[config.mk]
export PLATFORM = sky130hd
export DESIGN_NAME = q2m_front
export DESIGN_NICKNAME = d
export VERILOG_FILES = /design/src/rtl/q2m_pkg.sv /design/src/rtl/q2m_front.sv
export SDC_FILE = /design/constraint.sdc
export NUM_CORES = 2
export LEC_CHECK = 0
export ABC_AREA = 1
export BUFFER_PORTS_ARGS = -buffer_cell sky130_fd_sc_hd__buf_2
export CAP_MARGIN = 25
export CORE_UTILIZATION = 40
export DETAILED_ROUTE_END_ITERATION = 10
export PLACE_DENSITY_LB_ADDON = 0.25
export SETUP_SLACK_MARGIN = 0.05
export SYNTH_ARGS = -nofsm -noshare
export SYNTH_HDL_FRONTEND = slang
export SYNTH_SLANG_ARGS = --single-unit
[constraint.sdc]
create_clock -name clock -period 14.65 [get_ports clock]
set_clock_uncertainty 0.2 [all_clocks]
set_input_delay 4.395 -clock clock [delete_from_list [all_inputs] [get_ports clock]]
set_output_delay 4.395 -clock clock [all_outputs]
set_load 0.02 [all_outputs]
[src/rtl/q2m_pkg.sv]
// ----------------------------------------------------------------------------
// q2m_pkg: shared types and helpers for the quaternion to rotation matrix block
// Holds the fixed-point constants and the truncating 4.12 product helper.
// ----------------------------------------------------------------------------
package q2m_pkg;

   localparam int QuatWidth  = 16;
   localparam int WordWidth  = 32;
   localparam int FracBits   = 12;
   localparam int SumWidth   = 32;
   localparam int DivStages  = 26;   // quotient bits needed: numerator is 2^25
   localparam logic signed [WordWidth-1:0] OneFx    = 32'sh0000_1000;
   localparam logic [SumWidth-1:0]         ScaleNum = 32'h0200_0000;

   typedef logic signed [WordWidth-1:0] word_type;

   // 32x32 product wrapped to 32 bits, then divided by 0x1000 toward zero
   function automatic word_type fx_mul(input word_type a, input word_type b);
      logic signed [63:0] full;
      word_type           p;
      word_type           adj;
      full = a * b;
      p    = full[WordWidth-1:0];
      adj  = p[WordWidth-1] ? (p + word_type'((1 << FracBits) - 1)) : p;
      return adj >>> FracBits;
   endfunction

endpackage

[src/rtl/q2m_front.sv]
// ----------------------------------------------------------------------------
// q2m_front: squares and norm sum
// Two register stages: squared parts, then the wrapped norm sum.
// ----------------------------------------------------------------------------
module q2m_front (
   input  logic                        clock,
   input  logic                        reset,
   input  logic                        advance,
   input  logic                        in_valid,
   input  logic [4*q2m_pkg::QuatWidth-1:0] in_quat,
   output logic                        out_valid,
   output logic [q2m_pkg::SumWidth-1:0] out_sum,
   output logic [4*q2m_pkg::QuatWidth-1:0] out_quat
);
   import q2m_pkg::*;

   logic     s1_vld_ff;
   word_type sq_ff [4];
   word_type sq_in [4];
   logic [4*QuatWidth-1:0] s1_quat_ff;
   logic     s2_vld_ff;
   logic [SumWidth-1:0] sum_ff;
   logic [4*QuatWidth-1:0] s2_quat_ff;

   always_comb begin
      for (int i = 0; i < 4; i++) begin
         sq_in[i] = fx_mul(word_type'($signed(in_quat[i*QuatWidth +: QuatWidth])),
                           word_type'($signed(in_quat[i*QuatWidth +: QuatWidth])));
      end
   end

   always_ff @(posedge clock) begin
      if (reset) begin
         s1_vld_ff <= 1'b0;
         s2_vld_ff <= 1'b0;
      end else if (advance) begin
         s1_vld_ff <= in_valid;
         s2_vld_ff <= s1_vld_ff;
      end
      if (advance) begin
         sq_ff      <= sq_in;
         s1_quat_ff <= in_quat;
         sum_ff     <= SumWidth'((sq_ff[0] + sq_ff[1]) + (sq_ff[2] + sq_ff[3]));
         s2_quat_ff <= s1_quat_ff;
      end
   end

   assign out_valid = s2_vld_ff;
   assign out_sum   = sum_ff;
   assign out_quat  = s2_quat_ff;

endmodule

# Word level (Yosys, flattened, before mapping)
# Index checks and enable logic that the tools add are counted.
[classes] n_addsub=7 n_mul=4 n_mux=4
[ops] operator="32-bit by 13-bit adder with 32-bit output, second input constant" n=4
[ops] operator="16-bit by 16-bit multiplier with 32-bit output" n=4
[ops] operator="32-bit 2-to-1 mux" n=4
[ops] operator="20-bit by 20-bit adder with 21-bit output" n=2
[ops] operator="21-bit by 21-bit adder with 22-bit output" n=1
[totals] register_bits=242 in_bits=68

# Longest topological paths before layout
[logic_depth] depth_word=3 mapped_depth=36 mapped_depth_nobuf=34

# Least setup slack after synthesis
# No wires, ideal clock.
[synth_timing] path_type="input to register" startpoint="in in_quat[33] (netlist bit)" endpoint="reg sq_ff[38] (netlist bit) (data pin)" setup_time_ps=258 arrival_ps=10180 required_ps=14192 path_slack_ps=4012 path_stages=28 n_path_buf=3 path_cell_list="clkbuf_1 > clkbuf_1 > nand2_1 > inv_1 > fa_1 > fa_1 > fa_1 > fa_1 > fa_1 > inv_1 > fa_1 > inv_1 > ha_1 > nand2_1 > inv_1 > nand2_1 > nand3_1 > a21oi_1 > nand3_2 > nand2_1 > nand2_1 > inv_1 > nand2_1 > nand2_2 > inv_1 > buf_2 > a21boi_0 > nor2_1"
[synth_lines] element="start, declared" line="q2m_front.sv:10" rtl="input logic [4*q2m_pkg::QuatWidth-1:0] in_quat,"
[synth_lines] element="end signal, assigned" line="q2m_front.sv:41" rtl="sq_ff <= sq_in;"
[synth_lines] element="end, declared" line="q2m_front.sv:18" rtl="word_type sq_ff [4];"

==> impl_metrics.csv <==
group,metric,value,unit
yosys,ys_seq_area_share,13.68,%
floorplan,core_area,0.1257,mm^2
cells_and_area,layout-drive-gt1-share,5.190,%
drt,initialDrtViolationCount,1900,
yosys,ys_ff_latch,232,
setup_path,reg2reg_slack,10.60,ns
setup_path,rr_endpoint,"out_sum[18]",
drt,drt_first_pass_iters,6,
floorplan,initial_utilization,40.40,%
clock_network,clk_latency,0.61,ns
setup_path,crit_required,14.79,ns
cells_and_area,nets,7703,
hold_path,hold_class,"reg -> reg",
yosys,synth_area,0.05079,mm^2
global_route,grt_pass1_wl,197.9,mm
clock_network,post_cts_resized,0,
global_route,antenna_found_initial,0,
place,io_buffers,164,
clock_network,tritoncts,"yes",
floorplan,die-width,358.4,um
yosys,synth_top_area_cell,"fa_1",
setup_path,start_kind,"primary input",
yosys,yosys-top-cells-count,"inv_1 (1,912), nand2_1 (1,484), fa_1 (984), ha_1 (374), nor2_1 (286)",
clock_network,cts_setup_buffers,0,
clock_network,cts_sinks,232,
timing,final_hold_viol_count,0,
yosys,ys.flop_type,"edfxtp_1",
yosys,yosysTopAreaCellShare,38.78,%
drt,viasPerCell,4.666,
run_status,outcome,"finished, final reports clean",
timing,fin_tns_setup,0,ns
global_route,overflow,0,
drt,wl_per_cell,14.73,um
global_route,grt_pass1_vias,38857,
yosys,synth_most_common_cell,"inv_1",
drt,antenna_left,0,
drt,wirelength,117.1,mm
setup_path,crit_arrival,11.02,ns
floorplan,fp-row-count,130,
cells_and_area,antenna_cells,0,
floorplan,fp.dieH,358.4,um
clock_network,cts-root-buf,"clkbuf_16",
run,cap_violations,0,
hold_path,worstHoldEndpoint,"out_quat[34]",
yosys,syn_inst,6213,
global_route,grt_max_degree,104,
clock_network,clk_path_buf_depth,3,
timing,max_slew_margin,40.17,%
cells_and_area,areaGrowthSynthToFinish,6.710,%
place,dp_hpwl,99.55,mm
yosys,synth_edf_count,230,
clock_network,cts_buffers,34,
timing,finalCritPeriodShare,74.28,%
yosys,yosys_warnings,0,
cells_and_area,final_util,43.11,%
clock_network,holdBufCountCts,0,
timing,grt_setup_unrepaired,"false",
place,gp_congestion,0.9034,
timing,clock.fmax,0.09189,GHz
yosys,synth_area_leaders,"fa_1 (39%), inv_1 (14%), edfxtp_1 (14%), nand2_1 (11%), ha_1 (9.2%)",
hold_path,min_path_cells,0,
setup_path,worstSetupEndpointType,"flop",
timing,final_max_slew_viol_count,0,
global_route,grt_usage,19.27,%
clock_network,clk_pin_slew,0.05,ns
setup_path,path_class,"in -> reg",
drt,drc,0,
yosys,syn_nets,7639,
timing,setup_viol,0,
timing,worstMarginPinSlew,0.8975,ns
drt,vias,37099,
setup_path,crit_path_max_fanout,25,
setup_path,reg2regPathDepth,11,
clock_network,htree_levels,2,
hold_path,min-delay-start,"s1_quat_ff[34]",
floorplan,die_area,0.1284,mm^2
yosys,avgSynthCellArea,8.175,um^2
setup_path,r2r-start,"sq_ff[67]",
timing,fin_crit,10.88,ns
yosys,synthArstFlopShare,0,%
floorplan,boundaryPins,165,
yosys,yosysUniqueCellTypes,50,
cells_and_area,fillers,12682,
[flip-flops by register name, indices dropped and copies added, names as in the netlist]
signal	flops
out_sum	22
out_quat	64
sq_ff	80
s1_vld_ff	1
s1_quat_ff	64
out_valid	1
[through the flow]
step | worst slack (ns) | cell area [um^2] | hold WS, ns | cells
detailed placement | 3.130 | 53140 | 0.2045 | 7891
floorplan | 4.012 | 50790 | 0.2003 | 6213
global route | 3.232 | 54200 | 0.2112 | 7951
finish | 3.768 | 54200 | 0.2123 | 7951
global placement | 3.144 | 53140 | 0.2003 | 7891
CTS | 3.793 | 54200 | 0.2107 | 7951
[worst max-delay path, cell delays in order]
cell and delay [ns]:
buf_2 0.41, nand2_1 0.20, inv_1 0.12, fa_1 0.56
fa_1 0.89, fa_1 0.52, fa_1 0.51, fa_1 0.49
inv_1 0.05, fa_1 0.47, inv_1 0.04, ha_1 0.38
nand2_1 0.13, nor2_1 0.18, nand2_1 0.09, nor2_1 0.09
nand2_1 0.07, nand3_1 0.13, a21oi_2 0.10, xnor2_2 0.53
nand2_1 0.17, nor2_2 0.26, nand2_1 0.08, nand2_1 0.06
nand2_1 0.06
[kinds of logic (layout without fill, tap and decap cells)]
kind of cell               count (synthesis)  in the layout  synth area share, %
and+or+nand+nor                         2191           2191                18.03
xor gates and xnor gates                 142            142                2.493
DFF                                      232            232                13.68
adders and majority gates               1358           1358                47.99
AOI/OAI and AO/OA                        225            225                2.466
buffers and inverters                   2065           2153                15.34
[layout by cell type (no fill, tap or decap), types with 3 or more instances in the layout]
cell type   Yosys  final
a21oi_1       122    122
clkinv_1        5      8
inv_1        1912   1912
ha_1          374    374
nand3b_1       21     21
edfxtp_1      230    230
fa_1          984    984
clkinv_2        0      5
clkinvlp_4      0      3
nor3_1         27     27
or2_2          12     12
nor2_2         32     32
nand3_2        11     11
nand3_1       188    188
o21ai_0        46     46
clkinv_4        0      5
xor2_1         85     85
a31oi_1         5      5
nor4_1          3      3
and2_1         10     10
buf_2           1    163
inv_2          10     10
nand2_1      1484   1484
clkbuf_16       0     35
inv_6           0      4
nor3_2          6      6
nor2_4          6      6
nand4_1        83     83
o21bai_1       13     13
clkbuf_1      119      4
a31o_2          8      8
nor2_1        286    286
o21ai_1         9      9
a21o_1         13     13
xnor2_1        54     54
nand2_2        15     15
[how the worst max path moves through the flow]
stage                      from        end  slack (ns)
floorplan           in_quat[33]  sq_ff[38]        4.01
global placement    in_quat[31]  sq_ff[77]        3.14
detailed placement  in_quat[31]  sq_ff[77]        3.13
CTS                 in_quat[31]  sq_ff[77]        3.79
global route        in_quat[31]  sq_ff[77]        3.23
finish              in_quat[31]  sq_ff[77]        3.77
[layer usage]
metal | wire length, um | global-route usage [%]
met2 | 54780 | 31.82
met3 | 4939 | 2.310
met4 | 2229 | 4.162
met5 | 0 | 0
met1 | 55150 | 27.13
[cell type report]
class	count	area (um^2)	area share, %
Clock buffer	39	890.9	1.644
Inverter	1927	7233	13.34
Clock inverter	21	167.7	0.3093
Multi-Input combinational cell	3916	36050	66.52
Timing Repair Buffer	166	845.8	1.560
Tap cell	1650	2064	3.809
Sequential cell	232	6947	12.82
Power is left out: the tool's default activity adds up to more than one toggle a clock period on the data nets, which glitch-free logic cannot reach.
