===== src/rtl/q2m_pkg.sv =====
// ----------------------------------------------------------------------------
// q2m_pkg: shared types and helpers for the quaternion to rotation matrix block
// Holds the fixed-point constants and the truncating 4.12 product helper.
// ----------------------------------------------------------------------------
package q2m_pkg;

   localparam int QuatWidth  = 16;
   localparam int WordWidth  = 32;
   localparam int FracBits   = 12;
   localparam int SumWidth   = 32;
   localparam int DivStages  = 26;   // quotient bits needed: numerator is 2^25
   localparam logic signed [WordWidth-1:0] OneFx    = 32'sh0000_1000;
   localparam logic [SumWidth-1:0]         ScaleNum = 32'h0200_0000;

   typedef logic signed [WordWidth-1:0] word_type;

   // 32x32 product wrapped to 32 bits, then divided by 0x1000 toward zero
   function automatic word_type fx_mul(input word_type a, input word_type b);
      logic signed [63:0] full;
      word_type           p;
      word_type           adj;
      full = a * b;
      p    = full[WordWidth-1:0];
      adj  = p[WordWidth-1] ? (p + word_type'((1 << FracBits) - 1)) : p;
      return adj >>> FracBits;
   endfunction

endpackage


===== src/rtl/q2m_div.sv =====
// ----------------------------------------------------------------------------
// q2m_div: pipelined restoring divider
// Computes ScaleNum / divisor one quotient bit per stage, carrying a tag.
// ----------------------------------------------------------------------------
module q2m_div #(
   parameter int TagWidth = 64
) (
   input  logic                              clock,
   input  logic                              reset,
   input  logic                              advance,
   input  logic                              in_valid,
   input  logic [q2m_pkg::SumWidth-1:0]      in_divisor,
   input  logic [TagWidth-1:0]               in_tag,
   output logic                              out_valid,
   output logic [q2m_pkg::SumWidth-1:0]      out_quot,
   output logic [TagWidth-1:0]               out_tag
);
   import q2m_pkg::*;

   localparam int N = DivStages;

   logic                  vld_ff [N];
   logic [SumWidth-1:0]   den_ff [N];
   logic [SumWidth:0]     rem_ff [N];
   logic [N-1:0]          quo_ff [N];
   logic [TagWidth-1:0]   tag_ff [N];

   for (genvar i = 0; i < N; i++) begin : g_stage
      logic                vld_cur;
      logic [SumWidth-1:0] den_cur;
      logic [SumWidth:0]   rem_cur;
      logic [N-1:0]        quo_cur;
      logic [TagWidth-1:0] tag_cur;
      logic [SumWidth:0]   trial_in;
      logic                bit_in;

      if (i == 0) begin : g_head
         assign vld_cur = in_valid;
         assign den_cur = in_divisor;
         assign rem_cur = '0;
         assign quo_cur = '0;
         assign tag_cur = in_tag;
      end else begin : g_link
         assign vld_cur = vld_ff[i-1];
         assign den_cur = den_ff[i-1];
         assign rem_cur = rem_ff[i-1];
         assign quo_cur = quo_ff[i-1];
         assign tag_cur = tag_ff[i-1];
      end

      always_comb begin
         trial_in = {rem_cur[SumWidth-1:0], ScaleNum[N-1-i]};
         bit_in   = trial_in >= {1'b0, den_cur};
      end
      always_ff @(posedge clock) begin
         if (reset) begin
            vld_ff[i] <= 1'b0;
         end else if (advance) begin
            vld_ff[i] <= vld_cur;
         end
         if (advance) begin
            den_ff[i] <= den_cur;
            rem_ff[i] <= bit_in ? trial_in - {1'b0, den_cur} : trial_in;
            quo_ff[i] <= {quo_cur[N-2:0], bit_in};
            tag_ff[i] <= tag_cur;
         end
      end
   end

   assign out_valid = vld_ff[N-1];
   assign out_quot  = SumWidth'(quo_ff[N-1]);
   assign out_tag   = tag_ff[N-1];

endmodule


===== config.mk =====
export PLATFORM = sky130hd
export DESIGN_NAME = q2m_div
export DESIGN_NICKNAME = d
export VERILOG_FILES = /design/src/rtl/q2m_pkg.sv /design/src/rtl/q2m_div.sv
export SDC_FILE = /design/constraint.sdc
export NUM_CORES = 2
export LEC_CHECK = 0
export BUFFER_PORTS_ARGS = -buffer_cell sky130_fd_sc_hd__buf_2
export CAP_MARGIN = 20
export CORE_MARGIN = 10
export CORE_UTILIZATION = 50
export CTS_CLUSTER_DIAMETER = 100
export DETAILED_ROUTE_END_ITERATION = 12
export PLACE_DENSITY = 0.75
export SLEW_MARGIN = 10
export SYNTH_ARGS = -nofsm -noshare
export SYNTH_HDL_FRONTEND = slang
export SYNTH_SLANG_ARGS = --single-unit

===== constraint.sdc =====
create_clock -name clock -period 3.7 [get_ports clock]
set_clock_uncertainty 0.05 [all_clocks]
set_input_delay 0.74 -clock clock [delete_from_list [all_inputs] [get_ports clock]]
set_output_delay 0.74 -clock clock [all_outputs]
set_load 0.01 [all_outputs]

# == Yosys cells after proc, flatten, opt, wreduce, memory -nomap -nowiden ==
# Memories as Yosys holds them, arrays and structs flattened.
# Cells that the tools add are included.
# word_totals
regBits,0
mem_bits_rw,4056
out_inout_bits,97
wordCells,141
memories,5
# classes
n_addsub,26
magnitude_cmp,26
mux,58
bitwise_logic,26
# mem_list
name,words,width,read_ports,rd_clocked_by_memory_dff,wr,line_no,rtl
tag_ff,26,64,26,0,26,q2m_div.sv:26,logic [TagWidth-1:0] tag_ff [N];
rem_ff,26,33,25,0,26,q2m_div.sv:24,logic [SumWidth:0] rem_ff [N];
den_ff,26,32,25,0,26,q2m_div.sv:23,logic [SumWidth-1:0] den_ff [N];
quo_ff,26,26,26,0,26,q2m_div.sv:25,logic [N-1:0] quo_ff [N];
vld_ff,26,1,26,0,26,q2m_div.sv:22,logic vld_ff [N];
# op_table
cell,n
2-to-1 mux 33 bit,26
greater-or-equal comparator 33 x 32 -> 1 bit,25
subtractor 33 x 32 -> 33 bit,25
"subtractor 1 x 32 -> 33 bit, first input constant",1
"greater-or-equal comparator 1 x 32 -> 1 bit, first input constant",1
2-to-1 mux 1 bit,32
bitwise OR 1 bit,26

# == Depth between registers and ports, before layout ==
# logic_depth
ltp_word,4
depth_mapped,16

# == Least setup slack after synthesis ==
# Ideal clock, no wire load.
# synth_timing
kind,register to register
startpoint,memory rem_ff[0][495] (netlist bit)
endpoint,memory rem_ff[1][10] (netlist bit) (data pin)
setup_time_ps,260
t_arrival_ps,3201
t_required_ps,3390
path_slack_ps,190
stages_incl_launch_ff,13
cell_sequence,edfxtp_1 ha_1 nor2b_1 o31a_1 o21ai_1 o31a_1 a21oi_1 a211o_1 a21oi_2 o21ai_0 a41oi_2 buf_2 mux2_2
# synth_rtl
element,line_no
from (decl),q2m_div.sv:24

==> qor.yml <==
outcome:
  status: "finished with violations"
  failed_checks: "negative setup slack"
setup_path:
  crit_chain: "inv_1, ha_1, nor2b_4, o31a_1, o311ai_4, o21ai_2, a41oi_2, o31ai_4, a31o_2, a21o_1, a21oi_4, o211ai_4, buf_12, buf_12, mux2_4"
  max_stage_delay_ns: 0.40
  crit_slowest_cell: "edfxtp_1"
  cp-end-kind: "flop"
  crit_type: "flop to flop"
  critPathRequiredTime_ns: 4.32
  crit_arrival_ns: 4.45
  worstPathBufferInverterCount: 3
  cpLargestDelayFamily: "compound AO/OA/AOI/OAI gates"
  crit_top_cell: "buf_12"
  cp-start-kind: "flop"
  worstPathMaxFanout: 7
detailed_routing:
  routedWlPerCell_um: 18.3
  first_pass_iters: 6
  drtIter0Drc: 6080
  vias: 91900
  vias_per_cell: 5.34
  drcViolationCount: 0
  postRouteAntennaNets: 0
  wl_um: 315000
placement:
  io_buffer_count: 190
  dp_cells: 16300
  gp_congestion: 0.916
  dpl.hpwl_um: 218000
floorplanning:
  rows: 207
  coreArea_sq_um: 318000
  die_y_um: 585
  ioPinCount: 197
  start_util: 0.502
  die-area_sq_um: 343000
  die_w_um: 585
clock_network:
  htree_levels: 5
  clock_path_buffers: 4
  root_buffer: "clkbuf_16"
  cts_made_buffers: 375
  cts.reportedPaths.clkPinSlew_ns: 0.06
  insertion_delay_ns: 0.96
  cts_tree: "done"
  clock-sinks: 3641
grt:
  overflow: 0
  antenna_found_initial: 7
  grt_max_degree: 145
  grt_pass1_wl_um: 488000
  grt_pass1_vias: 92400
  track_usage: 0.176
yosys:
  ys_seq_area_frac: 0.684
  synthArstFlopShare: 0
  yosys_warnings: 0
  synth-compound-area-share: 0.105
  synth-simple-area-share: 0.0650
  syn_area_per_cell_sq_um: 14.0
  syn_inst: 11400
  synth_ff_type: "edfxtp_1"
  post_synth_instance_area_sq_um: 160000
  synthAdderAreaFrac: 0.0656
  synth-edff-count: 3641
  synth_mux_area_frac: 0.0149
  synth_xor_area_frac: 0.0355
  synth_top_family_by_area: "compound AO/OA/AOI/OAI gates"
  synth_cell_type_count: 103
  synth_seq_cells: 3641
timing:
  rsz0062_at_grt: "yes"
  tightestPinTransition_ns: 0.875
  min_period_over_period: 1.03
  hold_viol_final: 0
  setup_ws_ns: -0.124
  setup_viol: 63
  fmax_ghz: 0.262
  maxSlewViolCount: 0
  period_minus_slack_ns: 3.82
  slew_headroom: 0.417
  finalSetupTns_ns: -3.70
  holdWs_ns: 0.128
finish:
  regArea_sq_um: 109000
  final_cells: 17200
  fin_util: 0.590
  drive_gt1_frac: 0.160
  multi_input_area_sq_um: 47600
  area_delta_synth_final_pct: 17.5
  fill_cells: 24500
  nets: 13700
flow_run:
  drv_cap: 0
pwr:
  irDropWorstVdd_uv: 421
  power_density_nw_per_um2: 819
  p_leak_nw: 73.2
hold_path:
  worstHoldPathType: "primary input to flop"
-- cell type report --
| class | count | share of cell area |
|---|---|---|
| inverters | 983 | 0.0197 |
| multi-input cells | 6607 | 0.253 |
| well taps | 4180 | 0.0279 |
| flip-flops and latches | 3641 | 0.582 |
| clock buffers | 446 | 0.0525 |
| repair buffers | 1131 | 0.0519 |
| clock inverters | 239 | 0.0123 |
| diodes | 2 | 0.0000267 |
-- cells by family (layout without fill, tap and decap cells) --
kind of cell,Yosys count,count (layout)
other cells,1,23
flops,3641,3641
simple gates,2185,2185
xor+xnor,647,647
buf+inv,1219,2799
fa+ha+maj,824,824
compound gates,2718,2718
mux,212,212
-- timing repair --
item | 4_1_cts | 5_1_grt
setup buffers | 19 | 69
setup endpoints to repair | 309 | 628
hold buffers | 97 | 0
cloned | 7 | 14
resized for setup | 56 | 299
pin swaps | 27 | 97
hold endpoints to repair | 98 | 0
-- flip-flops by register name, indices dropped and copies added (netlist names) --
signal / cells
tag_ff: 1664
den_ff: 800
quo_ff: 351
vld_ff: 26
rem_ff: 800
-- path summary, 6_finish.rpt --
| kind | start | endpoint | slack (ns) | cells past startpoint |
|---|---|---|---|---|
| worst min register to register | tag_ff[1][333]$_DFFE_PP_ | tag_ff[1][397]$_DFFE_PP_ | 0.33 | 0 |
| worst max-delay path | den_ff[0][353]$_DFFE_PP_ | rem_ff[0][405]$_DFFE_PP_ | -0.12 | 15 |
| worst max register to register | den_ff[0][353]$_DFFE_PP_ | rem_ff[0][405]$_DFFE_PP_ | -0.12 | 15 |
| worst min-delay path | advance | tag_ff[0][20]$_DFFE_PP_ | 0.13 | 1 |
-- Yosys cell counts, types with 137 or more instances --
master,number,area (sq um)
ha_1,800,10000
inv_1,980,3680
xor2_1,274,2400
edfxtp_1,3641,109000
xnor2_1,373,3270
a21o_1,388,2910
mux2_2,203,2290
o21ai_0,719,3600
nand4_1,137,857
clkbuf_1,163,612
nor2_1,543,2040
a21oi_1,860,4300
nand2_1,725,2720
-- through the flow --
| step | power, mW | worst slack (ns) | instance area, sq um |
|---|---|---|---|
| floorplan | 95.1 | 0.190 | 160000 |
| global placement | 112 | -0.711 | 172000 |
| detailed placement | 113 | -0.691 | 172000 |
| CTS | 152 | -0.0528 | 185000 |
| global route | 163 | -0.209 | 188000 |
| finish | 154 | -0.124 | 188000 |
-- per-layer routing --
layer	global-route usage	share of wire	wire length, um
met1	0.204	0.39	124000
met4	0.0841	0.055	17400
met3	0.0263	0.040	12500
met5	0	0.000086	27
met2	0.321	0.51	161000
-- worst reg2reg max path, cell delays in order (launching register included) --
cell      delay [ns]
edfxtp_1        0.40
inv_1           0.08
ha_1            0.24
nor2b_4         0.13
o31a_1          0.35
o311ai_4        0.34
o21ai_2         0.13
a41oi_2         0.33
o31ai_4         0.10
a31o_2          0.25
a21o_1          0.21
a21oi_4         0.20
o211ai_4        0.14
buf_12          0.19
buf_12          0.14
mux2_4          0.34
-- cells in the final DEF, fill, tap and decap left out, types with 26 or more instances in the layout --
| cell type | netlist | layout |
|---|---|---|
| xnor2_1 | 373 | 373 |
| o21bai_1 | 98 | 96 |
| ha_1 | 800 | 768 |
| a21oi_1 | 860 | 823 |
| nor4_1 | 32 | 30 |
| o21ai_1 | 20 | 33 |
| and3_1 | 59 | 58 |
| bufinv_16 | 0 | 35 |
| a21o_1 | 388 | 388 |
| o31a_1 | 28 | 28 |
| a21oi_2 | 4 | 35 |
| dlygate4sd3_1 | 0 | 97 |
| clkbuf_16 | 0 | 398 |
| o31ai_1 | 51 | 37 |
| edfxtp_1 | 3641 | 3641 |
| buf_4 | 14 | 728 |
| or2_2 | 27 | 26 |
| clkinv_2 | 0 | 75 |
| clkbuf_1 | 163 | 61 |
| nand3_1 | 134 | 132 |
| clkinv_1 | 0 | 76 |
| nand2_1 | 725 | 724 |
| o21ai_0 | 719 | 694 |
| buf_12 | 0 | 81 |
| buf_2 | 49 | 189 |
| mux2_2 | 203 | 174 |
| xor2_1 | 274 | 274 |
| o211ai_1 | 32 | 32 |
| a31oi_1 | 83 | 71 |
| nand4_1 | 137 | 137 |
| o21a_1 | 110 | 107 |
| nor3_1 | 94 | 90 |
| a211oi_1 | 99 | 82 |
| nand2b_1 | 134 | 133 |
| ha_4 | 0 | 28 |
| inv_1 | 980 | 974 |
| nor2_1 | 543 | 526 |
| and2_1 | 68 | 68 |
| mux2_4 | 0 | 29 |
| nor2b_1 | 131 | 123 |
-- where the power goes --
part / switching (mW) / internal, mW
logic: 30.7 / 26.8
clock network: 15.6 / 21.5
registers: 3.86 / 55.2
(Power assumes the default switching activity.)
